File: src/rtuchk_pkg.sv
`timescale 1ns / 1ps
`default_nettype none

package rtuchk_pkg;

   localparam int unsigned MAX_FRAME_BYTES = 256;
   localparam int unsigned MIN_FRAME_BYTES = 4;
   localparam int unsigned CNT_W           = $clog2(MAX_FRAME_BYTES + 1);

   localparam logic [15:0] CRC_INIT = 16'hFFFF;
   localparam logic [15:0] CRC_POLY = 16'hA001;

   localparam logic [7:0] ADDR_BROADCAST = 8'd0;
   localparam logic [7:0] ADDR_CONFIG    = 8'd254;
   localparam logic [7:0] OWN_ADDR_RESET = 8'd1;

   typedef logic [7:0]       byte_type;
   typedef logic [15:0]      crc_type;
   typedef logic [CNT_W-1:0] count_type;

   typedef enum logic [1:0] {
      CLASS_OWN       = 2'd0,
      CLASS_BROADCAST = 2'd1,
      CLASS_CONFIG    = 2'd2,
      CLASS_OTHER     = 2'd3
   } addr_class_type;

   typedef enum logic [1:0] {
      REASON_OK    = 2'd0,
      REASON_CRC   = 2'd1,
      REASON_ADDR  = 2'd2,
      REASON_SHORT = 2'd3
   } reason_type;

   typedef struct packed {
      byte_type data_byte;
      logic     last_byte;
   } beat_type;

   typedef struct packed {
      logic           accepted;
      byte_type       function_code;
      addr_class_type address_class;
      reason_type     reason;
   } result_type;

   // crc-16/modbus over one byte, reflected, lsb first
   function automatic crc_type crc_byte(input crc_type crc_in, input byte_type b);
      crc_type c;
      c = crc_in ^ {8'h00, b};
      for (int k = 0; k < 8; k++) begin
         c = c[0] ? ((c >> 1) ^ CRC_POLY) : (c >> 1);
      end
      return c;
   endfunction

endpackage

`default_nettype wire

File: src/rtuchk_req_if.sv
`timescale 1ns / 1ps
`default_nettype none

interface rtuchk_req_if;
   import rtuchk_pkg::*;

   logic     valid;
   logic     ready;
   byte_type data_byte;
   logic     last_byte;

   modport source (output valid, output data_byte, output last_byte, input ready);
   modport sink   (input valid, input data_byte, input last_byte, output ready);
endinterface

`default_nettype wire

File: src/rtuchk_rsp_if.sv
`timescale 1ns / 1ps
`default_nettype none

interface rtuchk_rsp_if;
   import rtuchk_pkg::*;

   logic           valid;
   logic           ready;
   logic           accepted;
   byte_type       function_code;
   addr_class_type address_class;
   reason_type     reason;

   modport source (output valid, output accepted, output function_code,
                   output address_class, output reason, input ready);
   modport sink   (input valid, input accepted, input function_code,
                   input address_class, input reason, output ready);
endinterface

`default_nettype wire

File: src/rtuchk_in_stage.sv
`timescale 1ns / 1ps
`default_nettype none

module rtuchk_in_stage (
   input  wire logic               clock,
   input  wire logic               reset,
   rtuchk_req_if.sink              req_bus,
   output      logic               stage_valid,
   output      rtuchk_pkg::beat_type stage_beat,
   input  wire logic               stage_take
);
   import rtuchk_pkg::*;

   logic     valid_ff, valid_in;
   beat_type beat_ff;
   logic     req_fire;

   // stage frees up in the same cycle its beat moves on
   assign req_bus.ready = !valid_ff || stage_take;
   assign req_fire      = req_bus.valid && req_bus.ready;

   always_comb begin
      valid_in = valid_ff;
      if (req_fire) begin
         valid_in = 1'b1;
      end else if (stage_take) begin
         valid_in = 1'b0;
      end
   end

   always_ff @(posedge clock) begin
      if (reset) begin
         valid_ff <= 1'b0;
      end else begin
         valid_ff <= valid_in;
      end
   end

   always_ff @(posedge clock) begin
      if (req_fire) begin
         beat_ff.data_byte <= req_bus.data_byte;
         beat_ff.last_byte <= req_bus.last_byte;
      end
   end

   assign stage_valid = valid_ff;
   assign stage_beat  = beat_ff;

endmodule

`default_nettype wire

File: src/rtuchk_frame_core.sv
`timescale 1ns / 1ps
`default_nettype none

module rtuchk_frame_core (
   input  wire logic                 clock,
   input  wire logic                 reset,
   input  wire logic                 stage_valid,
   input  wire rtuchk_pkg::beat_type stage_beat,
   output      logic                 stage_take,
   input  wire rtuchk_pkg::byte_type own_address,
   rtuchk_rsp_if.source              rsp_bus
);
   import rtuchk_pkg::*;

   crc_type    crc_now_ff, crc_now_in;
   crc_type    crc_back_ff, crc_back_in;
   byte_type   prev_byte_ff, prev_byte_in;
   byte_type   unit_addr_ff, unit_addr_in;
   byte_type   func_ff, func_in;
   count_type  cnt_ff, cnt_in;
   logic       rsp_valid_ff, rsp_valid_in;
   result_type rsp_ff, rsp_in;

   logic           out_free;
   logic           frame_end;
   count_type      count_next;
   byte_type       unit_addr_cur;
   byte_type       func_cur;
   crc_type        trailer;
   addr_class_type cls;
   reason_type     why;

   assign out_free   = !rsp_valid_ff || rsp_bus.ready;
   assign stage_take = stage_valid && (!stage_beat.last_byte || out_free);
   assign frame_end  = stage_take && stage_beat.last_byte;

   assign count_next = (cnt_ff < count_type'(MAX_FRAME_BYTES)) ?
                       cnt_ff + count_type'(1) : count_type'(MAX_FRAME_BYTES);

   assign unit_addr_cur = (cnt_ff == count_type'(0)) ? stage_beat.data_byte : unit_addr_ff;
   assign func_cur      = (cnt_ff == count_type'(1)) ? stage_beat.data_byte : func_ff;

   // trailer arrives low byte first
   assign trailer = {stage_beat.data_byte, prev_byte_ff};

   always_comb begin
      if (unit_addr_cur == own_address) begin
         cls = CLASS_OWN;
      end else if (unit_addr_cur == ADDR_BROADCAST) begin
         cls = CLASS_BROADCAST;
      end else if (unit_addr_cur == ADDR_CONFIG) begin
         cls = CLASS_CONFIG;
      end else begin
         cls = CLASS_OTHER;
      end
   end

   // crc_back_ff holds the crc before the previous byte, i.e. over all but the trailer
   always_comb begin
      if (crc_back_ff != trailer) begin
         why = REASON_CRC;
      end else if (cls == CLASS_OTHER) begin
         why = REASON_ADDR;
      end else begin
         why = REASON_OK;
      end
   end

   always_comb begin
      rsp_in = rsp_ff;
      if (frame_end) begin
         if (count_next < count_type'(MIN_FRAME_BYTES)) begin
            rsp_in.accepted      = 1'b0;
            rsp_in.function_code = '0;
            rsp_in.address_class = CLASS_OTHER;
            rsp_in.reason        = REASON_SHORT;
         end else begin
            rsp_in.accepted      = (why == REASON_OK);
            rsp_in.function_code = func_cur;
            rsp_in.address_class = cls;
            rsp_in.reason        = why;
         end
      end
   end

   always_comb begin
      rsp_valid_in = rsp_valid_ff;
      if (frame_end) begin
         rsp_valid_in = 1'b1;
      end else if (rsp_bus.ready) begin
         rsp_valid_in = 1'b0;
      end
   end

   always_comb begin
      crc_now_in   = crc_now_ff;
      crc_back_in  = crc_back_ff;
      prev_byte_in = prev_byte_ff;
      unit_addr_in = unit_addr_ff;
      func_in      = func_ff;
      cnt_in       = cnt_ff;
      if (frame_end) begin
         crc_now_in   = CRC_INIT;
         crc_back_in  = CRC_INIT;
         prev_byte_in = '0;
         unit_addr_in = '0;
         func_in      = '0;
         cnt_in       = '0;
      end else if (stage_take) begin
         crc_now_in   = crc_byte(crc_now_ff, stage_beat.data_byte);
         crc_back_in  = crc_now_ff;
         prev_byte_in = stage_beat.data_byte;
         unit_addr_in = unit_addr_cur;
         func_in      = func_cur;
         cnt_in       = count_next;
      end
   end

   always_ff @(posedge clock) begin
      if (reset) begin
         crc_now_ff   <= CRC_INIT;
         crc_back_ff  <= CRC_INIT;
         prev_byte_ff <= '0;
         unit_addr_ff <= '0;
         func_ff      <= '0;
         cnt_ff       <= '0;
         rsp_valid_ff <= 1'b0;
      end else begin
         crc_now_ff   <= crc_now_in;
         crc_back_ff  <= crc_back_in;
         prev_byte_ff <= prev_byte_in;
         unit_addr_ff <= unit_addr_in;
         func_ff      <= func_in;
         cnt_ff       <= cnt_in;
         rsp_valid_ff <= rsp_valid_in;
      end
   end

   always_ff @(posedge clock) begin
      rsp_ff <= rsp_in;
   end

   assign rsp_bus.valid         = rsp_valid_ff;
   assign rsp_bus.accepted      = rsp_ff.accepted;
   assign rsp_bus.function_code = rsp_ff.function_code;
   assign rsp_bus.address_class = rsp_ff.address_class;
   assign rsp_bus.reason        = rsp_ff.reason;

   a_end_gives_result: assert property (@(posedge clock) disable iff (reset)
      frame_end |=> rsp_valid_ff)
      else $error("final beat did not load a result");

   a_end_clears_frame: assert property (@(posedge clock) disable iff (reset)
      frame_end |=> (cnt_ff == count_type'(0)) && (crc_now_ff == CRC_INIT))
      else $error("frame state not cleared after final beat");

   a_no_overwrite: assert property (@(posedge clock) disable iff (reset)
      (rsp_valid_ff && !rsp_bus.ready) |-> !frame_end)
      else $error("pending result overwritten");

   a_accept_matches_reason: assert property (@(posedge clock) disable iff (reset)
      rsp_valid_ff |-> (rsp_ff.accepted == (rsp_ff.reason == REASON_OK)))
      else $error("accept flag disagrees with reason");

   a_count_bounded: assert property (@(posedge clock) disable iff (reset)
      cnt_ff <= count_type'(MAX_FRAME_BYTES))
      else $error("byte count beyond maximum");

endmodule

`default_nettype wire

File: src/rtu_frame_crc_address_check.sv
`timescale 1ns / 1ps
`default_nettype none

// result: the final byte's beat passes the input register, then loads the result register
// throughput: one byte per cycle, save while a final byte stalls; the byte-wide crc step sits between the
//   input register and the frame state/result register
// stalls: a final byte waits in the input register while the previous result is unaccepted
// reset: synchronous, active high; clears frame state, crc to 0xffff and
//   own address to 1

module rtu_frame_crc_address_check (
   input  wire logic                 clock,
   input  wire logic                 reset,
   rtuchk_req_if.sink                req_bus,
   rtuchk_rsp_if.source              rsp_bus,
   input  wire logic                 csr_write_enable,
   input  wire rtuchk_pkg::byte_type csr_write_data
);
   import rtuchk_pkg::*;

   byte_type own_addr_ff, own_addr_in;
   logic     stage_valid;
   beat_type stage_beat;
   logic     stage_take;

   assign own_addr_in = csr_write_enable ? csr_write_data : own_addr_ff;

   always_ff @(posedge clock) begin
      if (reset) begin
         own_addr_ff <= OWN_ADDR_RESET;
      end else begin
         own_addr_ff <= own_addr_in;
      end
   end

   rtuchk_in_stage u_in_stage (
      .clock       (clock),
      .reset       (reset),
      .req_bus     (req_bus),
      .stage_valid (stage_valid),
      .stage_beat  (stage_beat),
      .stage_take  (stage_take)
   );

   rtuchk_frame_core u_frame_core (
      .clock       (clock),
      .reset       (reset),
      .stage_valid (stage_valid),
      .stage_beat  (stage_beat),
      .stage_take  (stage_take),
      .own_address (own_addr_ff),
      .rsp_bus     (rsp_bus)
   );

endmodule

`default_nettype wire
File: src/flat_wrapper.sv
// flat-port wrapper written by rule: the top's interface ports become plain ports
module rtu_frame_crc_address_check_flat import rtuchk_pkg::*;
  (clock, reset, csr_write_enable, csr_write_data, req_bus_valid, req_bus_data_byte, req_bus_last_byte, req_bus_ready, rsp_bus_valid, rsp_bus_accepted, rsp_bus_function_code, rsp_bus_address_class, rsp_bus_reason, rsp_bus_ready);
  rtuchk_req_if req_bus_i ();
  rtuchk_rsp_if rsp_bus_i ();
  input  wire logic clock;
  input  wire logic reset;
  input  wire logic csr_write_enable;
  input  wire rtuchk_pkg::byte_type csr_write_data;
  input wire logic [$bits(req_bus_i.valid)-1:0] req_bus_valid;
  input wire logic [$bits(req_bus_i.data_byte)-1:0] req_bus_data_byte;
  input wire logic [$bits(req_bus_i.last_byte)-1:0] req_bus_last_byte;
  output wire logic [$bits(req_bus_i.ready)-1:0] req_bus_ready;
  output wire logic [$bits(rsp_bus_i.valid)-1:0] rsp_bus_valid;
  output wire logic [$bits(rsp_bus_i.accepted)-1:0] rsp_bus_accepted;
  output wire logic [$bits(rsp_bus_i.function_code)-1:0] rsp_bus_function_code;
  output wire logic [$bits(rsp_bus_i.address_class)-1:0] rsp_bus_address_class;
  output wire logic [$bits(rsp_bus_i.reason)-1:0] rsp_bus_reason;
  input wire logic [$bits(rsp_bus_i.ready)-1:0] rsp_bus_ready;
  assign req_bus_i.valid = req_bus_valid;
  assign req_bus_i.data_byte = req_bus_data_byte;
  assign req_bus_i.last_byte = req_bus_last_byte;
  assign req_bus_ready = req_bus_i.ready;
  assign rsp_bus_valid = rsp_bus_i.valid;
  assign rsp_bus_accepted = rsp_bus_i.accepted;
  assign rsp_bus_function_code = rsp_bus_i.function_code;
  assign rsp_bus_address_class = rsp_bus_i.address_class;
  assign rsp_bus_reason = rsp_bus_i.reason;
  assign rsp_bus_i.ready = rsp_bus_ready;
  rtu_frame_crc_address_check u_core (.clock(clock), .reset(reset), .req_bus(req_bus_i), .rsp_bus(rsp_bus_i), .csr_write_enable(csr_write_enable), .csr_write_data(csr_write_data));
endmodule
File: config.mk
export PLATFORM = sky130hd
export DESIGN_NAME = rtu_frame_crc_address_check_flat
export DESIGN_NICKNAME = d
export VERILOG_FILES = /design/src/rtuchk_pkg.sv /design/src/rtuchk_req_if.sv /design/src/rtuchk_rsp_if.sv /design/src/rtuchk_in_stage.sv /design/src/rtuchk_frame_core.sv /design/src/rtu_frame_crc_address_check.sv /design/src/flat_wrapper.sv
export SDC_FILE = /design/constraint.sdc
export NUM_CORES = 1
export LEC_CHECK = 0
export BUFFER_PORTS_ARGS = -buffer_cell sky130_fd_sc_hd__buf_2
export CORE_ASPECT_RATIO = 1.4
export CORE_MARGIN = 4
export CORE_UTILIZATION = 49
export CTS_BUF_LIST = sky130_fd_sc_hd__clkbuf_16
export CTS_CLUSTER_DIAMETER = 40
export DETAILED_ROUTE_END_ITERATION = 12
export GPL_TIMING_DRIVEN = 0
export PLACE_DENSITY = 0.74
export SYNTH_ARGS = -nofsm -noshare
export SYNTH_HDL_FRONTEND = slang
export SYNTH_HIERARCHICAL = 1
export SYNTH_SLANG_ARGS = --single-unit
export TNS_END_PERCENT = 10
File: constraint.sdc
create_clock -name clock -period 3.7 [get_ports clock]
set_clock_uncertainty 0.1 [all_clocks]
set_input_delay 0.555 -clock clock [delete_from_list [all_inputs] [get_ports clock]]
set_output_delay 0.555 -clock clock [all_outputs]
set_load 0.01 [all_outputs]
==> flow_summary.yaml, run 1 <==
final_layout:
  design_area_sq_mm: 0.00489
  num_antenna_cells: 0
  layout_common_cells: "nand2_1 (103), dfxtp_1 (70), a21oi_1 (47), buf_2 (43), nand3_1 (37)"
  drive_gt1_share_pct: 15.2
  syn_to_final_growth_pct: 14.1
  nNetsFinal: 547
  seqCellArea_sq_mm: 0.00206
  fin_util_pct: 57.1
  multi_input_area_sq_mm: 0.00200
  fillCellCount: 780
  layout_commonest_cell: "nand2_1"
global_routing:
  grt_usage_pct: 19.3
  antenna_found_initial: 0
  grt_pass1_vias: 3350
  grt_max_degree: 17
  overflow: 0
  grt_pass1_wl_mm: 15.6
route:
  postRouteAntennaNets: 0
  vias: 3436
  drt-initial-drc-count: 314
  firstDrtPassIters: 4
  wl_per_cell_microns: 15.1
  drc: 0
  via_per_inst: 5.45
  totalWireLength_mm: 9.53
timing:
  drv_slew: 0
  setup_ws_ns: 0.588
  setup_tns_ns: 0
  min_period_ns: 3.11
  setup_viol: 0
  period_share_pct: 84.1
  rsz0062_at_grt: "false"
  clock.fmax_mhz: 321
  hold_violations: 0
  slew_headroom_pct: 40.1
  tightestPinTransition_ns: 0.898
cts:
  post-cts-setup-buffers: 0
  clk_pin_slew_ns: 0.06
  cts_sinks: 92
  numCtsBuffers: 9
  hold_buffers: 0
  postCtsResizedCells: 0
  cts_tree: "yes"
  clockBufferDepth: 2
  clockRootBuffer: "clkbuf_16"
  htree_levels: 3
  clk_latency_ns: 0.35
pwr:
  p_switching_mw: 0.641
  p_seq_share_pct: 46.8
  p_clk_share_pct: 37.9
  p_sw_share_pct: 26.6
  leakage_nw: 1.90
  internal-power_mw: 1.77
  p_per_area_mw_per_mm2: 494
  peakVddDrop_v: 0.000274
  combPwrFrac_pct: 15.3
placed_design:
  placed_area_sq_mm: 0.00459
  routabilityCongestion: 0.851
  io_buffers: 35
  dpl_worst_slack_ns: 0.701
  dp_hpwl_mm: 6.74
synth:
  synthMuxAreaShare_pct: 2.60
  syn-mean-instance-area_sq_um: 9.02
  synth_compound_gate_area_share_pct: 9.52
  synth_fa_ha_area_share_pct: 1.17
  yosysSeqAreaShare_pct: 48.1
  async_reset_ff_share_pct: 0
  synthCells: 475
  synth_top_family_by_area: "simple AND/OR/NAND/NOR gates"
  syn-num-nets: 501
  yosys.area_share.simple_pct: 22.0
  synth_cell_type_count: 48
  synthXorXnorAreaFrac_pct: 11.4
  ys.flop_type: "dfxtp_1"
  synth_edf_count: 22
  yosys_warnings: 6
  netlist_area_sq_mm: 0.00428
  synth-seq-cells: 92
critical_path:
  regToRegSetupSlack_ns: 1.11
  critPathArrivalTime_ns: 2.46
  cp.required_ns: 3.04
  cpMostUsedCell: "clkbuf_1"
  crit_chain: "nand3b_1 -> nand2_1 -> inv_1 -> clkbuf_1 -> clkbuf_1 -> nand2b_4 -> buf_2"
  crit_path_top_delay_cell: "clkbuf_1"
  critical-path-max-stage-delay_ns: 0.43
  cp_max_fo: 10
  crit_family: "buffers and inverters"
  cp.buffers_inverters: 4
  crit_type: "reg2out"
  worstSetupStartpointType: "flip-flop"
  cp-end-kind: "primary output"
die:
  io_pins: 37
  die_y_microns: 119
  core_area_sq_mm: 0.00856
  dieArea_sq_mm: 0.0103
  die_w_microns: 87.0
  floorplan.initialDensity_pct: 50.1
  num_rows: 40
hold_path:
  min_path_type: "in2reg"
run:
  max-cap-violations: 0
run_status:
  status: "completed"
==> routing by layer <==
layer / up-vias / part of all wire [%] / global-route usage [%]
met2: 93 / 52 / 32.8
met5: - / 0 / 0
met1: 1610 / 38 / 21.3
li1: 1706 / - / -
met4: 0 / 4.2 / 11.6
met3: 27 / 5.0 / 4.60
==> state kept, by name (all words and copies together) (netlist names), named ones only <==
| name | flops |
|---|---|
| u_core/u_frame_core/crc_now_ff | 16 |
| u_core/u_frame_core/crc_back_ff | 11 |
| u_core/u_frame_core/cnt_ff | 9 |
| u_core/u_in_stage/stage_beat | 9 |
| u_core/own_addr_ff | 8 |
| u_core/u_frame_core/func_ff | 8 |
| u_core/u_frame_core/prev_byte_ff | 8 |
| u_core/u_frame_core/rsp_bus.function_code | 8 |
| u_core/u_frame_core/unit_addr_ff | 7 |
| u_core/u_frame_core/rsp_bus.address_class | 2 |
| u_core/u_frame_core/rsp_bus.reason | 2 |
| u_core/u_frame_core/rsp_bus.accepted | 1 |
| u_core/u_frame_core/rsp_bus.valid | 1 |
| u_core/u_in_stage/stage_valid | 1 |
==> Yosys cell counts, drive strengths merged (8+ instances only) <==
cell type / n / area, sq um
dfxtp: 70 / 1400
buf: 14 / 96.3
clkbuf: 24 / 104
edfxtp: 22 / 661
mux2i: 10 / 100
nand3: 37 / 185
nor2: 23 / 86.3
nand2: 104 / 393
xnor2: 38 / 370
xor2: 8 / 70.1
o211ai: 8 / 60.1
a21oi: 48 / 244
nand4: 8 / 50.1
==> through the flow <==
| step | instances | total power [mW] | hold slack [ns] |
|---|---|---|---|
| 2_1_floorplan | 475 | 1.42 | 0.337 |
| 3_3_place_gp | 615 | 1.51 | 0.341 |
| 3_5_place_dp | 615 | 1.52 | 0.347 |
| 4_1_cts | 631 | 2.43 | 0.268 |
| 5_1_grt | 631 | 2.51 | 0.267 |
| 6_report | 631 | 2.41 | 0.282 |
==> worst paths after layout <==
path / start / endpoint / depth (start not counted)
hold / removal: req_bus_data_byte[1] / u_core/u_in_stage/stage_beat[2] / 1
setup reg to reg: u_core/u_in_stage/stage_beat[0] / u_core/u_in_stage/stage_beat[4] / 7
hold reg to reg: u_core/u_frame_core/func_ff[5] / u_core/u_frame_core/func_ff[5] / 2
setup / recovery: u_core/u_in_stage/stage_beat[0] / req_bus_ready / 7
==> final cells by class <==
cell class | instances | area share (%)
buffer | 38 | 4.10
clock buffer | 9 | 4.61
clock inverter | 7 | 1.48
inverter | 6 | 0.461
multi-input combinational | 339 | 40.9
sequential | 92 | 42.2
tap | 105 | 2.69
timing repair buffer | 35 | 3.58
==> cell families after synthesis <==
logic type                 Yosys count
AOI/OAI and AO/OA                   70
muxes                               11
xor gates and xnor gates            48
adders and majority gates            4
and+or+nand+nor                    206
DFF                                 92
buffers and inverters               44
==> power groups by stage <==
stage	logic, mW	clock network [mW]	registers (mW)
floorplan	0.279	0	1.14
global placement	0.355	0	1.15
detailed placement	0.366	0	1.15
CTS	0.368	0.933	1.13
global route	0.406	0.973	1.14
finish	0.369	0.915	1.13
(Power assumes the default switching activity.)
==> run 2, diff against run 1 <==
--- a/config.mk
+++ b/config.mk
@@ -5,6 +5,7 @@
 export SDC_FILE = /design/constraint.sdc
 export NUM_CORES = 1
 export LEC_CHECK = 0
+export ABC_AREA = 1
 export BUFFER_PORTS_ARGS = -buffer_cell sky130_fd_sc_hd__buf_2
 export CORE_ASPECT_RATIO = 1.4
 export CORE_MARGIN = 4
@@ -13,7 +14,7 @@
 export CTS_CLUSTER_DIAMETER = 40
 export DETAILED_ROUTE_END_ITERATION = 12
 export GPL_TIMING_DRIVEN = 0
-export PLACE_DENSITY = 0.74
+export PLACE_DENSITY = 0.73
 export SYNTH_ARGS = -nofsm -noshare
 export SYNTH_HDL_FRONTEND = slang
 export SYNTH_HIERARCHICAL = 1
==> constraint.sdc (replaced) <==
create_clock -name clock -period 3.1 [get_ports clock]
set_clock_uncertainty 0.1 [all_clocks]
set_input_delay 0.465 -clock clock [delete_from_list [all_inputs] [get_ports clock]]
set_output_delay 0.465 -clock clock [all_outputs]
set_load 0.01 [all_outputs]
==> run 2 against run 1 <==
Net effect: combinational power increased by 54%; routed wire length increased by 21%; cell count is 23% higher; global-route usage rose by 3.1 points; count of clock-buffer cells in the layout is the same; worst hold slack got worse by 0.10 ns; non-clock buffer count shrank 15; largest power group unchanged.
==> flow_summary.yaml, run 2 <==
run_status:
  status: "completed"
run:
  max-cap-violations: 0
route:
  firstDrtPassIters: 5
  dr_wl_met3_microns: 512
  m1WireLength_mm: 4.87
  topRoutingLayerUsed: "met4"
  totalWireLength_mm: 11.5
  postRouteAntennaNets: 0
  met2_length_mm: 5.64
  drc: 0
  drt-initial-drc-count: 311
  wl_per_cell_microns: 14.8
  vias: 4167
  via_per_inst: 5.37
global_routing:
  overflow: 0
  grt_pass1_wl_mm: 18.5
  grt_max_degree: 17
  antenna_found_initial: 0
  grt_pass1_vias: 3840
  grt_usage_pct: 22.5
final_layout:
  design_area_sq_mm: 0.00514
  multi_input_area_sq_mm: 0.00202
  regMostFlops: "u_core/u_frame_core/crc_now_ff"
  layout_common_cells: "nand2_1 (181), inv_1 (79), dfxtp_1 (70), nor2_1 (46), nand3_1 (43)"
  largest_reg_flops: 16
  fin_cells: 776
  seqCellArea_sq_mm: 0.00206
  syn_to_final_growth_pct: 12.8
  nNetsFinal: 690
  fin_util_pct: 56.9
  fillCellCount: 843
  num_antenna_cells: 0
  drive_gt1_share_pct: 13.9
  top_regs: "u_core/u_frame_core/crc_now_ff: 16 flops, u_core/u_frame_core/crc_back_ff: 11 flops"
  layout_commonest_cell: "nand2_1"
synth:
  yosys_warnings: 6
  synthMuxAreaShare_pct: 0.220
  synth_top_family_by_area: "simple AND/OR/NAND/NOR gates"
  ys.flop_type: "dfxtp_1"
  synthTopCellsByArea: "dfxtp_1 (31%), nand2_1 (15%), edfxtp_1 (15%), inv_1 (6.5%), o211ai_1 (4.8%)"
  syn-num-nets: 644
  syn-mean-instance-area_sq_um: 7.37
  synth_top_area_cell: "dfxtp_1"
  synthXorXnorAreaFrac_pct: 0.769
  async_reset_ff_share_pct: 0
  netlist_area_sq_mm: 0.00455
  netlist_top_cells_count: "nand2_1 (181), inv_1 (79), dfxtp_1 (70)"
  yosys.area_share.simple_pct: 29.2
  synth.most_common_cell: "nand2_1"
  synth_fa_ha_area_share_pct: 1.10
  yosysSeqAreaShare_pct: 45.3
  synth_cell_type_count: 39
  yosys.area.top_type_share_pct: 30.8
  synth_edf_count: 22
  synth_compound_gate_area_share_pct: 13.2
  synthCells: 618
  synth-seq-cells: 92
timing:
  tightestPinTransition_ns: 0.750
  min_period_ns: 2.86
  period_share_pct: 92.3
  setup_viol: 0
  setup_tns_ns: 0
  drv_slew: 0
  hold_violations: 0
  rsz0062_at_grt: "false"
  slew_headroom_pct: 50.0
  clock.fmax_mhz: 349
  holdWs_ns: 0.182
die:
  floorplan.initialDensity_pct: 50.4
  core_area_sq_mm: 0.00903
  dieArea_sq_mm: 0.0109
  num_rows: 41
  io_pins: 37
  die_w_microns: 89.5
  die_y_microns: 122
cts:
  cts_tree: "yes"
  hold_buffers: 0
  clk_latency_ns: 0.35
  post-cts-setup-buffers: 0
  clockRootBuffer: "clkbuf_16"
  cts_sinks: 92
  clockBufferDepth: 2
  clk_pin_slew_ns: 0.07
  postCtsResizedCells: 0
  htree_levels: 3
  numCtsBuffers: 9
critical_path:
  critPathArrivalTime_ns: 2.30
  cp.required_ns: 2.53
  worstSetupStartpointType: "flip-flop"
  cp_max_fo: 10
  reg2reg_depth: 7
  crit_type: "reg2out"
  crit_path_top_delay_cell: "buf_1"
  cp.buffers_inverters: 5
  cp-end-kind: "primary output"
  critical-path-max-stage-delay_ns: 0.58
  cp.depth: 8
  crit_family: "buffers and inverters"
  crit_chain: "nand2_1 -> nand2_1 -> inv_2 -> clkbuf_1 -> buf_1 -> inv_2 -> nand2_2 -> buf_2"
placed_design:
  io_buffers: 35
  dp_hpwl_mm: 8.50
  routabilityCongestion: 0.895
  dpl.cell_count: 760
  placed_area_sq_mm: 0.00486
pwr:
  peakVddDrop_v: 0.000368
  leakage_nw: 2.52
  p_per_area_mw_per_mm2: 579
hold_path:
  whs_path_depth: 1
  min_path_type: "in2reg"
==> run 2: where the power goes <==
group | switching, mW | internal (mW) | total, mW
combinational | 0.374 | 0.194 | 0.569
sequential | 0.0607 | 1.31 | 1.37
clock | 0.490 | 0.548 | 1.04
==> run 2: worst paths after layout <==
| kind | start | endpoint | slack [ns] |
|---|---|---|---|
| setup / recovery | u_core/u_in_stage/stage_beat[0] | req_bus_ready | 0.24 |
| hold / removal | req_bus_last_byte | u_core/u_in_stage/stage_beat[0] | 0.18 |
| setup reg to reg | u_core/u_in_stage/stage_beat[0] | u_core/u_in_stage/stage_beat[1] | 0.29 |
| hold reg to reg | u_core/u_frame_core/unit_addr_ff[7] | u_core/u_frame_core/unit_addr_ff[7] | 0.36 |
==> run 2: cell type report <==
cell class,instances,share of cell area (%)
timing repair buffer,35,3.41
clock buffer,9,4.38
sequential,92,40.1
buffer,23,2.58
inverter,89,6.55
clock inverter,7,0.950
tap,107,2.61
multi-input combinational,414,39.4
==> run 2: layer usage <==
layer	vias to the layer above	global-route usage (%)
li1	2093	-
met1	1910	27.1
met2	130	37.4
met3	34	3.18
met4	0	12.8
met5	-	0
==> run 2: worst register-to-register path, cell delays in order, from the launching register on <==
cell and delay, ns:
edfxtp_1 0.43, nand2_1 0.09, nand2_1 0.10, inv_2 0.09, clkbuf_1 0.34, buf_1 0.58, inv_2 0.09, a21oi_1 0.61
==> run 2: kinds of logic after synthesis <==
group                    Yosys count
AND/OR/NAND/NOR                  304
XOR/XNOR                           4
flip-flops                        92
AO/OA/AOI/OAI                    101
buffers and inverters            112
adder cells (fa/ha/maj)            4
multiplexers                       1
==> run 2: stage by stage <==
stage	setup WS (ns)	total power [mW]
6_report	0.238	2.98
5_1_grt	0.131	3.11
4_1_cts	0.244	2.99
3_5_place_dp	0.138	1.96
3_3_place_gp	0.186	1.94
2_1_floorplan	0.800	1.81
==> run 3, diff against run 2 <==
--- a/config.mk
+++ b/config.mk
@@ -7,7 +7,7 @@
 export LEC_CHECK = 0
 export ABC_AREA = 1
 export BUFFER_PORTS_ARGS = -buffer_cell sky130_fd_sc_hd__buf_2
-export CORE_ASPECT_RATIO = 1.4
+export CORE_ASPECT_RATIO = 2
 export CORE_MARGIN = 4
 export CORE_UTILIZATION = 49
 export CTS_BUF_LIST = sky130_fd_sc_hd__clkbuf_16
==> constraint.sdc (replaced) <==
create_clock -name clock -period 3 [get_ports clock]
set_clock_uncertainty 0.1 [all_clocks]
set_input_delay 0.45 -clock clock [delete_from_list [all_inputs] [get_ports clock]]
set_output_delay 0.45 -clock clock [all_outputs]
set_load 0.01 [all_outputs]
==> run 3 against run 2 <==
Net effect: utilization is 0.52 points higher; sequential power rose by 4%; global-route usage decreased by 0.13 points; critical path depth unchanged; routed wire length increased by 5.9%; power up 8.2%; sequential share of layout area shrank 0.29 points; die area rose by 0.66%; combinational power rose by 6.0%; largest cell class unchanged.
==> flow_summary.yaml, run 3 (synthesized netlist as in run 2, its figures left out) <==
run_status:
  status: "completed"
final_layout:
  largest_reg_flops: 16
  layout_common_cells: "nand2_1 (181), inv_1 (80), dfxtp_1 (70), nor2_1 (46), nand3_1 (43)"
  syn_to_final_growth_pct: 13.6
  fin_util_pct: 57.4
  layout_commonest_cell: "nand2_1"
  regMostFlops: "u_core/u_frame_core/crc_now_ff"
  top_regs: "u_core/u_frame_core/crc_now_ff: 16 flops, u_core/u_frame_core/crc_back_ff: 11 flops"
  nNetsFinal: 690
  num_antenna_cells: 0
  drive_gt1_share_pct: 13.6
critical_path:
  cp.required_ns: 2.45
  reg2reg_depth: 7
  cp-end-kind: "primary output"
  critPathArrivalTime_ns: 2.25
  crit_type: "reg2out"
  rr_startpoint: "u_core/u_in_stage/stage_beat[0]"
  worstSetupStartpointType: "flip-flop"
  worst_r2r_endpoint: "u_core/u_in_stage/stage_beat[0]"
  regToRegSetupSlack_ns: 0.21
  crit_start: "u_core/u_in_stage/stage_beat[0]"
  cp_max_fo: 10
timing:
  min_period_ns: 2.80
  clock.fmax_mhz: 357
  rsz0062_at_grt: "false"
  setup_viol: 0
  hold_violations: 0
  drv_slew: 0
  tightestPinTransition_ns: 0.776
  period_share_pct: 93.4
  slew_headroom_pct: 48.3
  setup_tns_ns: 0
pwr:
  p_switching_mw: 0.939
  peakVddDrop_v: 0.000488
  internal-power_mw: 2.28
  p_clk_share_pct: 37.3
  leakage_nw: 2.54
  combPwrFrac_pct: 18.7
  p_seq_share_pct: 44.0
  p_per_area_mw_per_mm2: 622
  p_sw_share_pct: 29.2
die:
  floorplan.initialDensity_pct: 50.5
  num_rows: 49
  dieArea_sq_mm: 0.0110
  die_w_microns: 76.2
  die_y_microns: 144
  io_pins: 37
  core_area_sq_mm: 0.00901
global_routing:
  overflow: 0
  grt_pass1_wl_mm: 19.4
  grt_max_degree: 16
  grt_pass1_vias: 4116
  antenna_found_initial: 0
  grt_usage_pct: 22.3
cts:
  postCtsResizedCells: 0
  htree_levels: 3
  clk_latency_ns: 0.34
  cts_sinks: 92
  clockBufferDepth: 2
  cts_tree: "yes"
  clk_pin_slew_ns: 0.06
  numCtsBuffers: 9
  post-cts-setup-buffers: 0
  hold_buffers: 0
  clockRootBuffer: "clkbuf_16"
placed_design:
  dp_hpwl_mm: 8.90
  routabilityCongestion: 0.916
  io_buffers: 35
route:
  totalWireLength_mm: 12.2
  vias: 4232
  via_per_inst: 5.49
  postRouteAntennaNets: 0
  drc: 0
  firstDrtPassIters: 4
  wl_per_cell_microns: 15.8
  drt-initial-drc-count: 290
hold_path:
  hp-start: "req_bus_data_byte[7]"
  min_path_type: "in2reg"
  whs_path_depth: 1
  hold_end: "u_core/u_in_stage/stage_beat[8]"
run:
  max-cap-violations: 0
-- run 3: layout make-up --
type                       count  area, sq um
timing repair buffer          35          175
tap                          102          128
sequential                    92         2060
multi-input combinational    414         2020
fill                         818         3840
inverter                      89          337
clock buffer                   9          225
buffer                        23          133
clock inverter                 7         92.6
-- run 3: power by group through the flow --
stage	sequential (mW)	clock, mW	combinational, mW
floorplan	1.42	0	0.441
global placement	1.44	0	0.570
detailed placement	1.44	0	0.585
CTS	1.41	1.22	0.591
global route	1.42	1.27	0.668
finish	1.42	1.20	0.603
-- run 3: layer usage --
metal	vias up	GRT usage [%]	routed length (microns)
met5	-	0	0
met4	0	15.6	678
met3	46	3.55	578
met2	156	41.7	6430
met1	1939	22.1	4480
li1	2091	-	-
-- run 3: how the worst max path moves through the flow --
| stage | to | slack, ns | depth (start not counted) |
|---|---|---|---|
| finish | req_bus_ready | 0.20 | 8 |
| CTS | u_core/u_in_stage/stage_beat[0] | 0.19 | 7 |
| floorplan | u_core/u_in_stage/stage_beat[0] | 0.72 | 8 |
| global placement | u_core/u_in_stage/stage_beat[8] | 0.08 | 9 |
| detailed placement | u_core/u_in_stage/stage_beat[8] | 0.06 | 9 |
| global route | u_core/u_in_stage/stage_beat[0] | 0.02 | 7 |
-- run 3: stage by stage --
step / setup slack [ns] / power [mW] / instances / hold slack [ns] / area [sq um]
CTS: 0.186 / 3.22 / 771 / 0.173 / 5170
floorplan: 0.715 / 1.87 / 618 / 0.323 / 4550
finish: 0.197 / 3.22 / 771 / 0.182 / 5170
global route: 0.0179 / 3.36 / 771 / 0.175 / 5170
global placement: 0.0781 / 2.01 / 755 / 0.337 / 4860
detailed placement: 0.0567 / 2.03 / 755 / 0.351 / 4860
-- run 3: worst max-delay path, cell delays in order (launching register included) --
cell and delay [ns]:
edfxtp_1 0.39, nand2_1 0.08, nand2_1 0.13, inv_2 0.13, clkbuf_1 0.31, buf_1 0.56
inv_2 0.08, nand2_2 0.10, buf_2 0.13
